==> src/sv/assert_macros.svh <==
// assertion macros shared by the rtl files
// no dependencies
`ifndef ASSERT_MACROS_SVH
`define ASSERT_MACROS_SVH
// implication checked on every clock edge outside reset
`define ASSERT_IMPL(label, clk, rst_n, ante, cons) \
	label: assert property (@(posedge clk) disable iff (!rst_n) (ante) |-> (cons)) \
		else $error("assertion failed");
// next-cycle implication
`define ASSERT_NEXT(label, clk, rst_n, ante, cons) \
	label: assert property (@(posedge clk) disable iff (!rst_n) (ante) |=> (cons)) \
		else $error("assertion failed");
`endif

==> src/sv/fdtd_pkg.sv <==
// package for the fdtd component update: constants, types, helpers
// no dependencies
`timescale 1ns / 1ps
package fdtd_pkg;
	localparam int MaxNx = 64;
	localparam int MaxNy = 64;
	localparam int MaxNz = 64;
	localparam int ValueWidth = 32;
	localparam int FracBits = 24;
	localparam int PosW = $clog2(MaxNx);
	localparam int PosWy = $clog2(MaxNy);
	localparam int PosWz = $clog2(MaxNz);
	localparam int PlaneDepth = MaxNy * MaxNz;
	localparam int PlaneAw = $clog2(PlaneDepth);
	localparam int SizeW = 7;
	localparam int CfgIdxW = 3;
	localparam int QDepth = 4;
	localparam int QAw = $clog2(QDepth);

	typedef enum logic [CfgIdxW-1:0] {
		REG_COMPONENT = 3'd0, REG_SIZE_X = 3'd1, REG_SIZE_Y = 3'd2, REG_SIZE_Z = 3'd3,
		REG_GAIN = 3'd4, REG_COEF_X = 3'd5, REG_COEF_Y = 3'd6, REG_COEF_Z = 3'd7
	} cfg_reg_t;

	typedef enum logic [2:0] {
		COMP_HX = 3'd0, COMP_HY = 3'd1, COMP_HZ = 3'd2,
		COMP_EX = 3'd3, COMP_EY = 3'd4, COMP_EZ = 3'd5
	} comp_t;

	typedef enum logic [2:0] {
		ST_IDLE, ST_RD, ST_MUL, ST_CURL, ST_GAIN, ST_SUM, ST_OUT
	} back_st_t;

	typedef logic signed [ValueWidth-1:0] value_t;

	// item after classification, handed from front to back
	typedef struct packed {
		value_t own;
		value_t a;
		value_t b;
		logic [PosWz-1:0] z;
		logic [PlaneAw-1:0] pidx;
		logic [1:0] axis;
		logic h;
		logic inb;
		logic done;
	} task_t;

	typedef struct packed {
		value_t new_value;
		logic was_updated;
		logic saturated;
		logic grid_done;
	} result_t;

	function automatic logic [SizeW-1:0] eff_size(input logic [SizeW-1:0] s,
			input logic [SizeW-1:0] mx);
		logic [SizeW-1:0] r;
		begin
			r = s;
			if (s < SizeW'(2)) r = SizeW'(2);
			else if (s > mx) r = mx;
			return r;
		end
	endfunction
endpackage

==> src/sv/fdtd_queue.sv <==
// short fifo between front and back
// depends on fdtd_pkg, assert_macros.svh
`timescale 1ns / 1ps
`include "assert_macros.svh"
module fdtd_queue (
	input  logic            clk,
	input  logic            arst_n,
	input  logic            push,
	input  fdtd_pkg::task_t push_task,
	output logic            full,
	input  logic            pop,
	output logic            not_empty,
	output fdtd_pkg::task_t head
);
	fdtd_pkg::task_t buf_q [fdtd_pkg::QDepth];
	logic [fdtd_pkg::QAw-1:0] wp_q, rp_q;
	logic [fdtd_pkg::QAw:0] cnt_q;

	assign full = (cnt_q == (fdtd_pkg::QAw+1)'(fdtd_pkg::QDepth));
	assign not_empty = (cnt_q != '0);
	assign head = buf_q[rp_q];

	always_ff @(posedge clk) begin
		if (push) buf_q[wp_q] <= push_task;
	end

	always_ff @(posedge clk or negedge arst_n) begin
		if (!arst_n) begin
			wp_q <= '0;
			rp_q <= '0;
			cnt_q <= '0;
		end else begin
			if (push) wp_q <= wp_q + 1'b1;
			if (pop) rp_q <= rp_q + 1'b1;
			cnt_q <= cnt_q + (fdtd_pkg::QAw+1)'(push) - (fdtd_pkg::QAw+1)'(pop);
		end
	end

	`ASSERT_IMPL(a_no_overflow, clk, arst_n, full, !push)
	`ASSERT_IMPL(a_no_underflow, clk, arst_n, !not_empty, !pop)
endmodule

==> config.mk <==
export PLATFORM = sky130hd
export DESIGN_NAME = fdtd_queue
export DESIGN_NICKNAME = d
export VERILOG_FILES = /design/src/sv/fdtd_pkg.sv /design/src/sv/fdtd_queue.sv
export VERILOG_INCLUDE_DIRS = /design/src /design/src/sv
export SDC_FILE = /design/constraint.sdc
export NUM_CORES = 1
export LEC_CHECK = 0
export BUFFER_PORTS_ARGS = -buffer_cell sky130_fd_sc_hd__buf_4
export CAP_MARGIN = 10
export CORE_MARGIN = 2
export CORE_UTILIZATION = 57
export CTS_CLUSTER_DIAMETER = 30
export CTS_CLUSTER_SIZE = 16
export DETAILED_ROUTE_END_ITERATION = 6
export PLACE_DENSITY = 0.8
export SYNTH_ARGS = -nofsm -noshare
export SYNTH_HDL_FRONTEND = slang
export SYNTH_SLANG_ARGS = --single-unit
==> constraint.sdc <==
create_clock -name clk -period 5.55 [get_ports clk]
set_clock_uncertainty 0.05 [all_clocks]
set_input_delay 0.555 -clock clk [delete_from_list [all_inputs] [get_ports clk]]
set_output_delay 0.555 -clock clk [all_outputs]
set_load 0.05 [all_outputs]
==> flow_summary_export.csv <==
group,metric,value,unit
timing,max_freq,0.2778,GHz
placed_design,gp_congestion,0.7353,
timing,postLayoutSetupSlackWorst,1.950,ns
logic_synthesis,synth-edff-count,476,
grt,met1_usage,27.69,%
logic_synthesis,yosysSeqAreaShare,82.20,%
finish,fillers,1612,
floorplan,core-area,30510,sq um
setup_path,rr_endpoint,"buf_q[0][7]$_DFFE_PP_",
power,leakagePower,7.927,nW
setup_path,worstPathArrival,2.99,ns
grt,use_met3,4.700,%
setup_path,r2r_cells,4,
logic_synthesis,synth.distinct_cells,19,
timing,maxSlewViolCount,0,
route,via_count,8159,
route,drc,0,
timing,tns,0,ns
clock_tree,post_cts_buffers,0,
setup_path,r2r_start,"wp_q[0]$_DFFE_PN0P_",
clock_tree,cts_inserted_buffers,78,
power,switching_share,35.52,%
finish,stdcell_area,22620,sq um
timing,rsz0062_at_grt,"no",
logic_synthesis,synthMostInstantiatedCell,"edfxtp_1",
setup_path,cpMaxStageDelayCell,"dfrtp_4",
setup_path,critPathLaunchType,"register",
clock_tree,cts_resized,0,
timing,period_share,64.86,%
logic_synthesis,synthTopCellsByArea,"edfxtp_1 81%, mux4_2 15%, dfrtp_1 1.0%",
power,p_int,0.009883,W
clock_tree,path_clk_slew,0.06,ns
clock_tree,h-tree-depth,3,
route,drtIter0Drc,587,
placed_design,dp.cells,1278,
min_path,min-delay-start,"push_task[10]",
power,clkPwrFrac,33.0,%
setup_path,cp_max_fo,42,
logic_synthesis,ys_top_cells_by_count,"476 x edfxtp_1, 119 x mux4_2, 12 x buf_2",
logic_synthesis,ys_ff_latch,483,
logic_synthesis,synth.top_cell.area_share,81.21,%
route,firstDrtPassIters,7,
floorplan,die_x,179.7,um
setup_path,timing_worst_setup_path_type,"reg2out",
power,ir_drop,0.0004167,V
clock_tree,cts.sinks,483,
finish,drive_gt1_share,49.85,%
logic_synthesis,netlist_area,17600,sq um
power,combPwrFrac,33.6,%
power,power_density,677.4,nW/um^2
finish,area_growth_syn_to_layout,28.53,%
logic_synthesis,synthCells,656,
grt,grt_overflow_total,0,
min_path,min_path_cells,1,
min_path,min_to,"buf_q[0][10]$_DFFE_PP_",
setup_path,endpoint_kind,"output port",
setup_path,critPathTopFamily,"flip-flops",
finish,fin_cells,1424,
flow_run,cap_violations,0,
clock_tree,cts_tree,"yes",
floorplan,initial_core_util,57.69,%
route,ant_nets,0,
setup_path,slowest_delay,0.97,ns
logic_synthesis,async_flop_share,1.449,%
setup_path,worstPathRequired,4.95,ns
finish,nNetsFinal,1093,
route,viasPerCell,5.730,
clock_tree,clockBufferDepth,3,
setup_path,reg2reg_slack,2.94,ns
logic_synthesis,syn-num-nets,786,
floorplan,rows,64,
route,drt_wl_total,35220,um
route,drt-wirelength-per-cell,24.74,um
floorplan,die_y,179.7,um
floorplan,io_pins,244,
placed_design,placedInstanceArea,19810,sq um
clock_tree,holdBufCountCts,1,
grt,grt_util_all_layers,21.94,%
floorplan,die_area,32300,sq um
logic_synthesis,ys.flop_type,"edfxtp_1",
run_status,status,"finished, final reports clean",
grt,busiest_layer,"met2",
setup_path,crit_top_cell,"buf_4",
timing,setup_viol,0,
timing,period_minus_slack,3.600,ns
placed_design,dp_hpwl,19880,um
grt,grt_pass1_wl,52980,um
grt,grt_max_degree,72,
timing,hold_viol_final,0,
clock_tree,insertion_delay,0.55,ns
timing,slew_headroom,37.68,%
clock_tree,cts_root_buf,"clkbuf_16",
placed_design,pre_cts_ws,2.469,ns
setup_path,crit_buf_inv,2,
min_path,hold_path.class,"in2reg",
setup_path,path_cells,"buf_4 -> mux4_2 -> buf_4",
power,p_sw,0.005443,W
power,pwr-share-seq,33.4,%
placed_design,port_buffers,243,
grt,antenna_found_initial,3,
grt,grt_pass1_vias,8789,
logic_synthesis,yosysWarningCount,0,
timing,worst_slew_pin_slew,0.9347,ns
logic_synthesis,yosys.area.top_type,"edfxtp_1",
grt,grt_use_met2,37.53,%
logic_synthesis,syn_avg_cell_area,26.83,sq um
finish,fin_util,74.16,%
==> per-stage QoR <==
| step | power, W | hold slack (ns) |
|---|---|---|
| 5_1_grt | 0.01583 | 0.1103 |
| 2_1_floorplan | 0.008988 | 0.2094 |
| 6_report | 0.01533 | 0.1241 |
| 3_3_place_gp | 0.01027 | 0.3214 |
| 3_5_place_dp | 0.01037 | 0.3218 |
| 4_1_cts | 0.01549 | 0.1030 |
==> kinds of logic (layout without fill, tap and decap cells) <==
logic type	count (synthesis)	in the layout	share of synthesized area, %
multiplexers	119	119	15.23
other	0	3	0
flip-flops	483	483	82.20
AO/OA/AOI/OAI	1	1	0.02841
XOR/XNOR	5	5	0.2488
adder cells (fa/ha/maj)	7	7	0.5402
AND/OR/NAND/NOR	8	8	0.2559
buffers and inverters	33	402	1.500
==> registers in the layout, summed over array words and instances (netlist names) <==
signal	count
wp_q	2
cnt_q	3
buf_q	476
rp_q	2
==> power groups by stage <==
stage | clock [W] | combinational, W | sequential, W
6_report | 0.00506 | 0.00515 | 0.00512
5_1_grt | 0.00530 | 0.00533 | 0.00519
4_1_cts | 0.00512 | 0.00522 | 0.00514
3_5_place_dp | 0 | 0.00517 | 0.00519
3_3_place_gp | 0 | 0.00512 | 0.00515
2_1_floorplan | 0 | 0.00398 | 0.00501
==> worst register-to-register path, delay by kind of cell, from the launching register on <==
kind	cells	cell delay (ns)
and+or+nand+nor	1	0.74
buffers and inverters	2	0.85
DFF	1	0.43
adders and majority gates	1	0.14
==> placed cells by master, fill, tap and decap left out <==
cell             n
xor2_1           2
buf_4          250
inv_1            6
clkbuf_16       80
mux4_2         119
dlygate4sd3_1    1
dfrtp_4          2
and3_1           1
nand2_1          2
ha_1             6
diode_2          3
dfrtp_1          5
fa_1             1
xnor2_1          3
clkinv_4         6
edfxtp_1       476
bufinv_16       14
clkinv_16        1
clkinv_2        10
and2_4           4
buf_12           3
o21ai_0          1
clkinv_1         2
clkbuf_1         7
inv_6           14
clkinvlp_4       6
or3_1            1
inv_16           2
==> area by class of cell <==
type                            count  area [sq um]  share of cell area [%]
Timing Repair Buffer              254          1947                   8.605
Inverter                            6         22.52                 0.09955
Clock buffer                       87          2028                   8.965
Tap cell                          396         495.5                   2.190
Clock inverter                     55         768.2                   3.396
Sequential cell                   483         14480                   63.99
Multi-Input combinational cell    140          2879                   12.73
Antenna cell                        3         7.507                 0.03318
==> per-layer routing <==
metal	part of all wire (%)	wire length (um)
met1	37	13200
met2	53	18780
met3	6.0	2105
met4	3.2	1142
met5	0	0
==> worst max path at each step <==
| stage | start | endpoint | slack (ns) | depth (start not counted) |
|---|---|---|---|---|
| after global routing | rp_q[0]$_DFFE_PN0P_ | head[64] | 1.70 | 3 |
| after floorplan | wp_q[0]$_DFFE_PN0P_ | buf_q[0][0]$_DFFE_PP_ | 1.65 | 3 |
| final | rp_q[0]$_DFFE_PN0P_ | head[64] | 1.95 | 3 |
| after global placement | rp_q[0]$_DFFE_PN0P_ | head[57] | 2.50 | 3 |
| after CTS | rp_q[0]$_DFFE_PN0P_ | head[64] | 1.83 | 3 |
| after detailed placement | rp_q[0]$_DFFE_PN0P_ | head[67] | 2.47 | 3 |
Note: power is estimated with default switching activity, not from simulation.
