===== config.mk =====
export PLATFORM = sky130hd
export DESIGN_NAME = fdtd_front_flat
export DESIGN_NICKNAME = d
export VERILOG_FILES = /design/src/sv/assert_macros.svh /design/src/sv/fdtd_pkg.sv /design/src/sv/fdtd_if.sv /design/src/sv/fdtd_front.sv /design/src/flat_wrapper.sv
export SDC_FILE = /design/constraint.sdc
export NUM_CORES = 1
export LEC_CHECK = 0
export ABC_AREA = 0
export BUFFER_PORTS_ARGS = -buffer_cell sky130_fd_sc_hd__buf_4
export CAP_MARGIN = 5
export CORE_MARGIN = 2
export CORE_UTILIZATION = 43
export DETAILED_ROUTE_END_ITERATION = 12
export PLACE_DENSITY = 0.8
export SLEW_MARGIN = 20
export SYNTH_ARGS = -nofsm -noshare
export SYNTH_HDL_FRONTEND = slang
export SYNTH_SLANG_ARGS = --single-unit

===== constraint.sdc =====
create_clock -name clk -period 10.1 [get_ports clk]
set_clock_uncertainty 0.15 [all_clocks]
set_input_delay 3.03 -clock clk [delete_from_list [all_inputs] [get_ports clk]]
set_output_delay 3.03 -clock clk [all_outputs]
set_load 0.05 [all_outputs]

===== src/sv/assert_macros.svh =====
// assertion macros shared by the rtl files
// no dependencies
`ifndef ASSERT_MACROS_SVH
`define ASSERT_MACROS_SVH
// implication checked on every clock edge outside reset
`define ASSERT_IMPL(label, clk, rst_n, ante, cons) \
	label: assert property (@(posedge clk) disable iff (!rst_n) (ante) |-> (cons)) \
		else $error("assertion failed");
// next-cycle implication
`define ASSERT_NEXT(label, clk, rst_n, ante, cons) \
	label: assert property (@(posedge clk) disable iff (!rst_n) (ante) |=> (cons)) \
		else $error("assertion failed");
`endif


===== src/sv/fdtd_pkg.sv =====
// package for the fdtd component update: constants, types, helpers
// no dependencies
`timescale 1ns / 1ps
package fdtd_pkg;
	localparam int MaxNx = 64;
	localparam int MaxNy = 64;
	localparam int MaxNz = 64;
	localparam int ValueWidth = 32;
	localparam int FracBits = 24;
	localparam int PosW = $clog2(MaxNx);
	localparam int PosWy = $clog2(MaxNy);
	localparam int PosWz = $clog2(MaxNz);
	localparam int PlaneDepth = MaxNy * MaxNz;
	localparam int PlaneAw = $clog2(PlaneDepth);
	localparam int SizeW = 7;
	localparam int CfgIdxW = 3;
	localparam int QDepth = 4;
	localparam int QAw = $clog2(QDepth);

	typedef enum logic [CfgIdxW-1:0] {
		REG_COMPONENT = 3'd0, REG_SIZE_X = 3'd1, REG_SIZE_Y = 3'd2, REG_SIZE_Z = 3'd3,
		REG_GAIN = 3'd4, REG_COEF_X = 3'd5, REG_COEF_Y = 3'd6, REG_COEF_Z = 3'd7
	} cfg_reg_t;

	typedef enum logic [2:0] {
		COMP_HX = 3'd0, COMP_HY = 3'd1, COMP_HZ = 3'd2,
		COMP_EX = 3'd3, COMP_EY = 3'd4, COMP_EZ = 3'd5
	} comp_t;

	typedef enum logic [2:0] {
		ST_IDLE, ST_RD, ST_MUL, ST_CURL, ST_GAIN, ST_SUM, ST_OUT
	} back_st_t;

	typedef logic signed [ValueWidth-1:0] value_t;

	// item after classification, handed from front to back
	typedef struct packed {
		value_t own;
		value_t a;
		value_t b;
		logic [PosWz-1:0] z;
		logic [PlaneAw-1:0] pidx;
		logic [1:0] axis;
		logic h;
		logic inb;
		logic done;
	} task_t;

	typedef struct packed {
		value_t new_value;
		logic was_updated;
		logic saturated;
		logic grid_done;
	} result_t;

	function automatic logic [SizeW-1:0] eff_size(input logic [SizeW-1:0] s,
			input logic [SizeW-1:0] mx);
		logic [SizeW-1:0] r;
		begin
			r = s;
			if (s < SizeW'(2)) r = SizeW'(2);
			else if (s > mx) r = mx;
			return r;
		end
	endfunction
endpackage


===== src/sv/fdtd_if.sv =====
// valid/ready channel interfaces for the fdtd block
// depends on fdtd_pkg
`timescale 1ns / 1ps
interface fdtd_cell_if;
	logic valid;
	logic ready;
	fdtd_pkg::value_t cell_own;
	fdtd_pkg::value_t src_a;
	fdtd_pkg::value_t src_b;
	modport source(output valid, cell_own, src_a, src_b, input ready);
	modport sink(input valid, cell_own, src_a, src_b, output ready);
endinterface



===== src/sv/fdtd_front.sv =====
// front: walks the sweep position and classifies each item
// depends on fdtd_pkg, fdtd_if
`timescale 1ns / 1ps
module fdtd_front (
	input  logic                            clk,
	input  logic                            arst_n,
	fdtd_cell_if.sink                       node,
	input  logic [2:0]                      component,
	input  logic [fdtd_pkg::SizeW-1:0]      nx,
	input  logic [fdtd_pkg::SizeW-1:0]      ny,
	input  logic [fdtd_pkg::SizeW-1:0]      nz,
	input  logic                            restart,
	input  logic                            q_full,
	output logic                            push,
	output fdtd_pkg::task_t                 push_task
);
	logic [fdtd_pkg::PosW-1:0] x_q;
	logic [fdtd_pkg::PosWy-1:0] y_q;
	logic [fdtd_pkg::PosWz-1:0] z_q;
	logic h;
	logic [fdtd_pkg::PosW-1:0] xl, xm;
	logic [fdtd_pkg::PosWy-1:0] yl, ym;
	logic [fdtd_pkg::PosWz-1:0] zl, zm;
	logic at_end;

	assign h = (component <= 3'(fdtd_pkg::COMP_HZ));
	assign xm = fdtd_pkg::PosW'(nx - 7'd1);
	assign ym = fdtd_pkg::PosWy'(ny - 7'd1);
	assign zm = fdtd_pkg::PosWz'(nz - 7'd1);
	assign xl = (x_q > xm) ? xm : x_q;
	assign yl = (y_q > ym) ? ym : y_q;
	assign zl = (z_q > zm) ? zm : z_q;

	assign node.ready = !q_full;
	assign push = node.valid && node.ready;

	always_comb begin
		push_task.own = node.cell_own;
		push_task.a = node.src_a;
		push_task.b = node.src_b;
		push_task.z = zl;
		push_task.pidx = {yl, zl};
		push_task.h = h;
		case (component)
			3'(fdtd_pkg::COMP_HX), 3'(fdtd_pkg::COMP_EX): push_task.axis = 2'd0;
			3'(fdtd_pkg::COMP_HY), 3'(fdtd_pkg::COMP_EY): push_task.axis = 2'd1;
			default: push_task.axis = 2'd2;
		endcase
		if (h) begin
			push_task.inb = (xl != xm) && (yl != ym) && (zl != zm);
			at_end = (xl == '0) && (yl == '0) && (zl == '0);
		end else begin
			push_task.inb = (xl != '0) && (yl != '0) && (zl != '0)
				&& (component <= 3'(fdtd_pkg::COMP_EZ));
			at_end = (xl == xm) && (yl == ym) && (zl == zm);
		end
		push_task.done = at_end;
	end

	always_ff @(posedge clk or negedge arst_n) begin
		if (!arst_n) begin
			x_q <= fdtd_pkg::PosW'(1);
			y_q <= fdtd_pkg::PosWy'(1);
			z_q <= fdtd_pkg::PosWz'(1);
		end else if (restart) begin
			x_q <= h ? xm : '0;
			y_q <= h ? ym : '0;
			z_q <= h ? zm : '0;
		end else if (push) begin
			if (h) begin
				if (zl != '0) z_q <= zl - 1'b1;
				else begin
					z_q <= zm;
					if (yl != '0) y_q <= yl - 1'b1;
					else begin
						y_q <= ym;
						x_q <= (xl != '0) ? xl - 1'b1 : xm;
					end
				end
			end else begin
				if (zl != zm) z_q <= zl + 1'b1;
				else begin
					z_q <= '0;
					if (yl != ym) y_q <= yl + 1'b1;
					else begin
						y_q <= '0;
						x_q <= (xl != xm) ? xl + 1'b1 : '0;
					end
				end
			end
		end
	end
endmodule


===== src/flat_wrapper.sv =====
// flat-port wrapper written by rule: the top's interface ports become plain ports
module fdtd_front_flat 
  (clk, arst_n, component, nx, ny, nz, restart, q_full, push, push_task, node_valid, node_cell_own, node_src_a, node_src_b, node_ready);
  fdtd_cell_if node_i ();
  input  logic clk;
  input  logic arst_n;
  input  logic [2:0] component;
  input  logic [fdtd_pkg::SizeW-1:0] nx;
  input  logic [fdtd_pkg::SizeW-1:0] ny;
  input  logic [fdtd_pkg::SizeW-1:0] nz;
  input  logic restart;
  input  logic q_full;
  output logic push;
  output fdtd_pkg::task_t push_task;
  input wire logic [$bits(node_i.valid)-1:0] node_valid;
  input wire logic [$bits(node_i.cell_own)-1:0] node_cell_own;
  input wire logic [$bits(node_i.src_a)-1:0] node_src_a;
  input wire logic [$bits(node_i.src_b)-1:0] node_src_b;
  output wire logic [$bits(node_i.ready)-1:0] node_ready;
  assign node_i.valid = node_valid;
  assign node_i.cell_own = node_cell_own;
  assign node_i.src_a = node_src_a;
  assign node_i.src_b = node_src_b;
  assign node_ready = node_i.ready;
  fdtd_front u_core (.clk(clk), .arst_n(arst_n), .node(node_i), .component(component), .nx(nx), .ny(ny), .nz(nz), .restart(restart), .q_full(q_full), .push(push), .push_task(push_task));
endmodule

==> run summary <==
Clock latency on the worst-skew pair - 0.26 ns
Total gr overflow - 0
Final WL - 11800 um
Placed cell area - 0.00434 mm2
Period utilization - 97.8%
CP Depth - 21
# Max-Cap Violations - 0
P_sw - 0.540 mW
Tightest Pin Transition - 0.986 ns
Die Ht - 108 um
Setup CP Type - in -> out
Port Buffers - 50
Placed insts - 678
Initial antenna violation count - 0
Status - finished clean
Xor/xnor share of the synthesized area - 8.82%
H-Tree Depth - 1
Fill cells - 1026
Sw Share - 55.3%
Final ANT Viol Nets - 0
Nets - 694
Share of cells above drive strength 1 - 20.3%
Seq cells post-synth - 18
Via count of the first global-routing pass - 4029
Vias - 4303
CTS tree - yes
Pwr Density - 220 mW/mm2
DR pass1 iterations - 5
Synthesized Nets - 764
First-pass GRT wire length - 19400 um
Worst Path Max Fanout - 13
Mapped cell area - 0.00461 mm2
WP data required - 6.92 ns
Reg-to-reg endpoint - u_core.x_q[3]
Critical path's slowest cell - ha_1
Critical path's top delay family - compound AO/OA/AOI/OAI gates
GRT Total Usage - 20.1%
Die area - 0.0116 mm2
Ys flop type - dfrtp_1
HP Start - u_core.y_q[0]
Synth Warn # - 0
Number of buffers created by CTS - 3
Commonest non-fill, non-tap cell in the layout - buf_4
Initial drt markers - 334
Post-route insts no fill - 684
Register-to-register setup slack - 5.88 ns
Crit. End Element - output port
Avg Synthesized Cell Area - 7.45 um2
Worst r2r src - u_core.x_q[2]
Clock-pin slew on the worst setup and hold paths - 0.07 ns
Clock share of power - 6.3%
Simple-gate share of the synthesized area - 22.6%
Hold Path Stages - 2
Crit-path max cell delay - 0.31 ns
Final std cell area, no fill - 0.00444 mm2
Sequential fraction of the synthesis area - 9.85%
Startpoint Class - primary input
WP data arrival - 6.70 ns
Die X - 108 um
Initial Util - 44.5%
Max-Slew Margin vs Limit - 34.3%
Clock Sinks - 18
Crit path buf inv count - 5
CP Cell Sequence - buf_4 -> inv_1 -> ha_1 -> xor2_2 -> inv_1 -> ha_1 -> and3b_1 -> o211ai_1 -> nand4_1 -> a22o_2 -> nand2_2 -> nand2_1 -> o21ai_4 -> inv_1 -> ha_1 -> nand3_1 -> nor2_1 -> a21o_1 -> nand2b_1 -> o32ai_4 -> buf_6
Worst Reg-to-Reg Cells - 15
P_int - 0.437 mW
Clock Tree Root - clkbuf_8
Largest net degree at the start of global routing - 26
HP Class - reg -> reg
Min Tclk post-route - 9.88 ns
Combinational cell fraction of total power - 76.9%
Wire per inst - 17.3 um
Synth unique cells - 87
Vias per Instance - 6.29
Hold Vio Cnt, Final - 0
Max Fclk - 0.101 GHz
Adder-cell share of the synthesized area - 5.64%
Row count - 37
CTS Buffer Depth - 2
Leak - 1.86 nW
EDFF count, synth - 0
DR DRC count - 0
Fin. max-slew vios - 0
Cells after synthesis - 619
HPWL after DPL - 9210 um
Flop pwr share - 16.9%
Core Area - 0.0104 mm2
Tightest hold margin - 0.408 ns
Commonest cells after routing, fill and taps aside - buf_4 (61), nand2_1 (36), inv_1 (33), nor2_1 (33), xnor2_1 (28)
Setup violations, final - 0
Peak supply drop - 0.110 mV
Async S/R FF share, synth - 100%
GP Congestion - 0.939
Mux share of post-synthesis cell area - 3.96%
Top-Level Pins - 246
Antenna diode count - 0
Largest family of logic cells by synthesized area - compound AO/OA/AOI/OAI gates
Synth-to-layout area growth - -3.61%
Synth Area in Compound Gates - 25.8%
Hold EP - u_core.y_q[0]
[through the flow]
| step | util [%] | setup TNS (ns) | power, mW | setup WS, ns |
|---|---|---|---|---|
| 5_1_grt | 42.9 | -0.0860 | 1.05 | -0.0443 |
| 3_3_place_gp | 41.8 | 0 | 0.859 | 0.211 |
| 6_report | 42.9 | 0 | 0.977 | 0.221 |
| 2_1_floorplan | - | 0 | 0.827 | 0.0155 |
| 4_1_cts | 42.3 | 0 | 0.950 | 0.0483 |
| 3_5_place_dp | 41.8 | 0 | 0.888 | 0.0464 |
[worst max path at each step]
stage,startpoint,endpoint
after floorplan,ny[0],push_task[1]
after global placement,nx[0],push_task[0]
after detailed placement,nx[0],push_task[0]
after CTS,nx[0],push_task[0]
after global routing,nx[0],push_task[1]
final,ny[0],push_task[1]
[synthesized netlist by cell type (all sizes together), types with 3 or more instances]
cell | instances | share of area, %
a31oi | 17 | 2.3
o31ai | 6 | 1.1
nor2 | 33 | 2.7
nand4 | 9 | 1.2
a21o | 8 | 1.3
nand2b | 4 | 0.54
nand3 | 20 | 2.2
or2 | 6 | 0.81
a211o | 3 | 0.57
clkbuf | 23 | 1.9
xnor3 | 3 | 1.5
mux2 | 7 | 1.8
dfstp | 3 | 1.7
dfrtp | 15 | 8.1
o311ai | 4 | 0.76
xnor2 | 28 | 5.3
buf | 115 | 19
nor3 | 27 | 3.0
a22o | 4 | 0.76
nor4 | 5 | 0.95
a21oi | 23 | 2.7
o22ai | 3 | 0.41
and2 | 8 | 1.1
o211ai | 5 | 0.81
nand4b | 4 | 0.76
nor4b | 4 | 0.76
o31a | 5 | 0.95
ha | 20 | 5.4
o311a | 3 | 0.65
o21a | 3 | 0.49
xor2 | 8 | 1.5
o221ai | 3 | 0.71
nor2b | 6 | 0.81
and3 | 13 | 1.9
o41ai | 5 | 1.4
o32ai | 4 | 0.76
nor3b | 3 | 0.60
inv | 33 | 2.7
mux2i | 10 | 2.2
or3 | 5 | 0.79
a211oi | 11 | 2.2
o21ai | 29 | 3.1
or4 | 3 | 0.65
nand2 | 38 | 3.1
[per-layer routing]
metal	track usage (%)	part of all wire [%]	up-vias
met5	0	0	-
met4	9.71	4.0	0
met1	24.3	40	2036
li1	-	-	2010
met2	35.4	49	199
met3	2.24	7.3	58
[flip-flops by register name (all words and copies together) (netlist names)]
name,flops
u_core.x_q,6
u_core.y_q,6
u_core.z_q,6
[power by group through the flow]
stage	clock, mW	sequential (mW)	combinational, mW
after floorplan	0	0.120	0.707
after global placement	0	0.161	0.698
after detailed placement	0	0.164	0.724
after CTS	0.0612	0.162	0.727
after global routing	0.0649	0.171	0.818
final	0.0610	0.165	0.751
[cells by family after synthesis]
| logic type | after synthesis |
|---|---|
| multiplexers | 17 |
| adder cells (fa/ha/maj) | 21 |
| buffers and inverters | 173 |
| flip-flops | 18 |
| AND/OR/NAND/NOR | 192 |
| XOR/XNOR | 40 |
| AO/OA/AOI/OAI | 158 |
[final cells by class]
class                      count  area (um2)  share of cell area, %
clock buffer                   4        55.1                   1.24
inverter                      35         131                   2.96
multi-input combinational    428        3150                   70.9
sequential                    18         454                   10.2
tap                          136         170                   3.83
timing repair buffer          63         480                   10.8
[worst register-to-register path, cell delays in order, from the launching register on]
cell and delay [ns]:
dfrtp_1 0.52, ha_1 0.30, or2_2 0.30, a21o_1 0.20, a211o_1 0.37, a31oi_2 0.27
nand2_2 0.17, mux2i_4 0.23, inv_1 0.09, ha_1 0.16, and2_0 0.19, o31a_1 0.32
buf_4 0.19, nor4b_1 0.05, or3_1 0.38, a22o_1 0.23
[repair_timing]
| item | 4_1_cts | 5_1_grt |
|---|---|---|
| hold buffers | 0 | 0 |
| setup endpoints to repair | 0 | 2 |
| gates resized for setup | 0 | 10 |
| buffers inserted | 0 | 2 |
(Power assumes the default switching activity.)
